File: src/rtl/core/saq_pkg.sv
package saq_pkg;

	localparam int unsigned ObjW       = 16;
	localparam int unsigned TimeW      = 32;
	localparam int unsigned OccW       = 7;
	localparam int unsigned DefDepth   = 64;

	typedef enum logic [1:0] {
		OP_INSERT = 2'd0,
		OP_REMOVE = 2'd1,
		OP_POLL   = 2'd2,
		OP_NONE   = 2'd3
	} op_t;

	typedef enum logic [2:0] {
		ST_DONE     = 3'd0,
		ST_POPPED   = 3'd1,
		ST_NOTHING  = 3'd2,
		ST_FULL     = 3'd3,
		ST_NOTFOUND = 3'd4
	} status_t;

	typedef struct packed {
		logic [1:0]       operation;
		logic [ObjW-1:0]  object_id;
		logic [TimeW-1:0] fire_time;
		logic [TimeW-1:0] current_time;
	} req_t;

	typedef struct packed {
		logic [2:0]      status;
		logic [ObjW-1:0] due_object;
		logic [OccW-1:0] occupancy;
	} rsp_t;

	// classified command handed from the front to the store
	typedef struct packed {
		logic             is_ins;
		logic             is_rem;
		logic             is_poll;
		logic [ObjW-1:0]  obj;
		logic [TimeW-1:0] key;
	} cmd_t;

endpackage

File: src/rtl/core/saq_front.sv
module saq_front
	import saq_pkg::*;
(
	input  logic clk,
	input  logic arst_n,
	input  req_t req,
	input  logic push,
	output logic full,
	output cmd_t cmd,
	output logic cmd_valid,
	input  logic cmd_take
);

	cmd_t       mem_q [2];
	logic       wr_ptr_q;
	logic       rd_ptr_q;
	logic [1:0] cnt_q;
	cmd_t       cls;
	logic       do_push;
	logic       do_pop;

	always_comb begin
		cls.is_ins  = (req.operation == OP_INSERT);
		cls.is_rem  = (req.operation == OP_REMOVE);
		cls.is_poll = (req.operation == OP_POLL);
		cls.obj     = req.object_id;
		cls.key     = (req.operation == OP_POLL) ? req.current_time : req.fire_time;
	end

	assign full      = (cnt_q == 2'd2);
	assign cmd_valid = (cnt_q != 2'd0);
	assign cmd       = mem_q[rd_ptr_q];
	assign do_push   = push && !full;
	assign do_pop    = cmd_take && cmd_valid;

	always_ff @(posedge clk) begin
		if (do_push) begin
			mem_q[wr_ptr_q] <= cls;
		end
	end

	always_ff @(posedge clk or negedge arst_n) begin
		if (!arst_n) begin
			wr_ptr_q <= 1'b0;
			rd_ptr_q <= 1'b0;
			cnt_q    <= 2'd0;
		end else begin
			if (do_push) begin
				wr_ptr_q <= !wr_ptr_q;
			end
			if (do_pop) begin
				rd_ptr_q <= !rd_ptr_q;
			end
			cnt_q <= cnt_q + 2'(do_push) - 2'(do_pop);
		end
	end

endmodule

File: config.mk
export PLATFORM = sky130hd
export DESIGN_NAME = saq_front
export DESIGN_NICKNAME = d
export VERILOG_FILES = /design/src/rtl/core/saq_pkg.sv /design/src/rtl/core/saq_front.sv
export SDC_FILE = /design/constraint.sdc
export NUM_CORES = 1
export LEC_CHECK = 0
export ABC_AREA = 1
export BUFFER_PORTS_ARGS = -buffer_cell sky130_fd_sc_hd__clkbuf_2
export CAP_MARGIN = 40
export CORE_ASPECT_RATIO = 1.5
export CORE_MARGIN = 2
export CORE_UTILIZATION = 51
export DETAILED_ROUTE_END_ITERATION = 12
export PLACE_DENSITY = 0.78
export REMOVE_ABC_BUFFERS = 1
export SYNTH_ARGS = -nofsm -noshare
export SYNTH_HDL_FRONTEND = slang
export SYNTH_SLANG_ARGS = --single-unit
export TNS_END_PERCENT = 100
File: constraint.sdc
create_clock -name clk -period 3.94 [get_ports clk]
set_clock_uncertainty 0.05 [all_clocks]
set_input_delay 0.197 -clock clk [delete_from_list [all_inputs] [get_ports clk]]
set_output_delay 0.197 -clock clk [all_outputs]
set_load 0.02 [all_outputs]
== Word-level counts from Yosys, hierarchy flattened ==
Memories as Yosys holds them, arrays and structs flattened.
Cells that the tools add are included.

* $add $sub $neg: 2
* Equal/unequal tests: 3
* Muxes and demuxes: 3
* Reductions and logical operators: 7

{| class="wikitable"
|+ Operator list
! operator !! count
|-
| $mux 32 || 1
|-
| $eq 2x2->1 const B || 2
|-
| $logic_not 1->1 || 3
|-
| $add 2x1->2 || 1
|-
| $eq 2x1->1 const B || 1
|-
| $logic_and 1x1->1 || 2
|-
| $logic_not 2->1 || 1
|-
| $mux 1 || 2
|-
| $reduce_bool 2->1 || 1
|-
| $sub 2x1->2 || 1
|}

* Memory bits (writable): 102
* Word-level logic and storage cells: 19
* Memories kept: 1
* Bits in registers: 4

{| class="wikitable"
|+ Memory list
! name !! depth !! bits a word !! rd ports !! clocked after Yosys merged registers in !! wr ports !! line !! RTL
|-
| mem_q || 2 || 51 || 1 || 0 || 1 || saq_front.sv:14 || <nowiki>cmd_t mem_q [2];</nowiki>
|}

== Logic depth before layout (Yosys ltp) ==
* Word-level depth: 5
* Gate-level depth with buffers: 10
* Gate-level depth less buffers: 10

== Worst setup path after synthesis ==
Ideal clock, no wire load.

* Kind: register -> register
* Start point: reg cnt_q[1]
* End point: mem mem_q[1][0] (netlist bit), enable pin
* Library setup time: 0.460 ns
* Stages on the path, launching flop included: 4
* Path slack: 0.734 ns
* Data arrival time: 2.696 ns
* Data required time: 3.430 ns
* Cell sequence: dfrtp_1 > nand2_1 > nand2_1 > nor2_1

* Word-level cells in the longest chain between the ends: 5

{| class="wikitable"
|+ RTL lines
! what !! line !! RTL
|-
| start, declared || saq_front.sv:17 || <nowiki>logic [1:0] cnt_q;</nowiki>
|-
| start signal, assigned || saq_front.sv:54 || <nowiki>cnt_q <= cnt_q + 2'(do_push) - 2'(do_pop);</nowiki>
|-
| $eq 2x2->1 || saq_front.sv:30 || <nowiki>assign full = (cnt_q == 2'd2);</nowiki>
|-
| $logic_not 1->1 || saq_front.sv:33 || <nowiki>assign do_push = push && !full;</nowiki>
|-
| $logic_and 1x1->1 || saq_front.sv:33 ||
|-
| $mux 1 || saq_front.sv:37 || <nowiki>if (do_push) begin</nowiki>
|-
| $mux 1 (implied by the code) || saq_front.sv:38 || <nowiki>mem_q[wr_ptr_q] <= cls;</nowiki>
|-
| end, declared || saq_front.sv:14 ||
|}

Every way passes these cells.

==> key figures <==
Yosys
  – Async set-reset flop share out of synthesis: 3.77%
  – Post-synth EDFFs: 102
  – Cells after Synth: 406
  – Synth cell count leaders: nand2_1, edfxtp_1, inv_1
  – Yosys warns: 0
  – Most numerous cell in the Yosys netlist: nand2_1
  – Post-synth top area share: 70.0%
  – Post-Syn Area: 4380 um^2
  – Register bit total from synthesis: 106
  – Ys flop type: edfxtp_1
  – Syn avg cell area: 10.8 um^2
  – Synth top area cells: edfxtp_1, nand2_1, dfrtp_1
  – Sequential area share after synthesis: 72.3%
  – Leading area contributor after synthesis: edfxtp_1
  – Distinct cells, synth: 13

Pwr
  – Leak: 2.63 nW
  – Worst vdd ir: 524 uV
  – P per Cell Area: 698 nW/um^2

Floorplanning
  – I/O Pins: 139
  – # rows: 41
  – Core Region: 8360 um^2
  – Die area: 9350 um^2
  – Die Ht: 117 um
  – Initial core utilization: 52.3%
  – Die Wd: 79.6 um

GRT
  – Antenna violations before repair: 0
  – Number of global-route vias before repair: 3,086
  – Largest net degree at the start of global routing: 54
  – GRT overflow: 0
  – First-pass GRT wire length: 13,800 um
  – GRT Total Usage: 19.5%

Setup path
  – CP Data Arrival Time: 2.14 ns
  – Max Fanout on Critical Path: 53
  – CP Data Required Time: 3.69 ns
  – Setup Crit Path Kind: reg2out
  – Launching element type of the critical path: flop
  – Worst Setup End Kind: output port

STA
  – Final Worst Setup Slack: 1.55 ns
  – Rel. slew slack: 43.0%
  – Slew @ Worst Pin: 0.854 ns
  – Min cycle time layout: 2.39 ns
  – Final Hold Viols: 0
  – Max frequency: 0.418 GHz
  – RSZ-0062 raised after global routing: false
  – Fin Setup TNS: 0 ns
  – Fin crit share: 60.7%
  – Setup Viol. Count Final: 0
  – Slew Viols, Final: 0

Clock network
  – Clock-pin slew of the registers on the worst-case setup and hold paths: 0.06 ns
  – CTS root buffer: clkbuf_16
  – Clk sinks: 106
  – Skew-Pair Late Insertion Delay: 0.33 ns
  – Htree depth: 3
  – Post-CTS Resized: 0
  – Cts bufs inserted: 9
  – Max clock buf depth: 2
  – CTS tree: done

Layout
  – Area growth from synthesis to layout: 25.3%
  – Number of diodes: 0
  – Layout cells sized above 1: 28.6%
  – Fin nets: 639
  – Fillers: 666

Routing
  – Detailed Routing Iterations Pass 1: 4
  – Via count: 3,199
  – Vias/cell: 4.83
  – DRT Wirelength: 8750 um
  – First-iteration detailed-routing DRC count: 134
  – Wire per inst: 13.2 um
  – DRC: 0
  – Final ANT Viol Nets: 0

Placement
  – Pre-CTS WS: 1.85 ns
  – I/O Buffers: 138
  – Placer Congestion: 0.752
  – Detailed placement HPWL: 5930 um

Hold path
  – Min-delay worst type: in2reg

Flow run
  – Max Cap Violations: 0

Outcome
  – Outcome: complete, no violations
## per-stage QoR
step / total power, mW / instances / hold WS, ns / utilization, % / cell area [um^2]
2_1_floorplan: 2.55 / 389 / -0.149 / - / 4260
3_3_place_gp: 3.03 / 636 / -0.0430 / 61.1 / 5100
3_5_place_dp: 3.09 / 637 / -0.0376 / 61.3 / 5120
4_1_cts: 3.87 / 662 / 0.000713 / 65.4 / 5470
5_1_grt: 4.05 / 663 / 0.00234 / 65.5 / 5480
6_report: 3.83 / 663 / 0.0108 / 65.5 / 5480
## final cells by class
cell class	count	area (um^2)	share of cell area [%]
tap	107	134	2.44
multi-input combinational	271	1050	19.2
clock buffer	12	236	4.32
sequential	106	3160	57.7
inverter	12	47.5	0.868
clock inverter	4	18.8	0.342
timing repair buffer	151	826	15.1
## cells in the final DEF (no fill, tap or decap), drive strengths merged
master / instances
buf: 3
dfrtp: 4
nor2: 3
ha: 2
nand2: 263
inv: 12
edfxtp: 102
nand3: 3
clkinv: 4
dlygate4sd3: 10
clkbuf: 150
## power by group
part | internal, mW | switching (mW) | leakage (nW)
sequential | 1.55 | 0.0602 | 1.00
combinational | 0.407 | 1.03 | 1.50
clock | 0.423 | 0.352 | 0.128
total | 2.38 | 1.44 | 2.63
## worst max-delay path, stage by stage, from the launching register on
cell	delay, ns
dfrtp_2	0.38
buf_4	0.27
inv_2	0.70
nand2_1	0.11
nand2_1	0.14
clkbuf_2	0.18
## logic make-up after synthesis
family	after synthesis	synth area share, %
buffers and inverters	29	3.80
DFF	106	72.3
adders and majority gates	2	0.572
and+or+nand+nor	269	23.3
## worst paths after layout
check | end | slack [ns] | startpoint | depth (start not counted)
setup / recovery | cmd[9] | 1.55 | rd_ptr_q | 5
hold / removal | mem_q[1][43] | 0.01 | req[75] | 1
setup reg to reg | mem_q[1][38] | 1.87 | cnt_q[0] | 5
hold reg to reg | wr_ptr_q | 0.42 | wr_ptr_q | 2
max in group asynchronous | rd_ptr_q | 3.54 | arst_n | 2
min in group asynchronous | cnt_q[0] | 0.16 | arst_n | 2
## metal layers
| layer | vias to the layer above | part of all wire, % | track usage, % | routed length [um] |
|---|---|---|---|---|
| met5 | - | 0 | 0 | 0 |
| met4 | 0 | 4.4 | 11.5 | 385 |
| met3 | 30 | 4.4 | 2.85 | 386 |
| li1 | 1603 | - | - | - |
| met2 | 121 | 53 | 34.5 | 4680 |
| met1 | 1445 | 38 | 21.4 | 3310 |
## timing repair
item,4_1_cts,5_1_grt
hold buffers,9,1
endpoints found under the hold margin,20,2
buffers inserted,0,0
setup endpoints to repair,0,0
## state kept, by name (all words and copies together), names as in the netlist
| signal | flops |
|---|---|
| cnt_q | 2 |
| mem_q | 102 |
| rd_ptr_q | 1 |
| wr_ptr_q | 1 |
(Power assumes the default switching activity.)
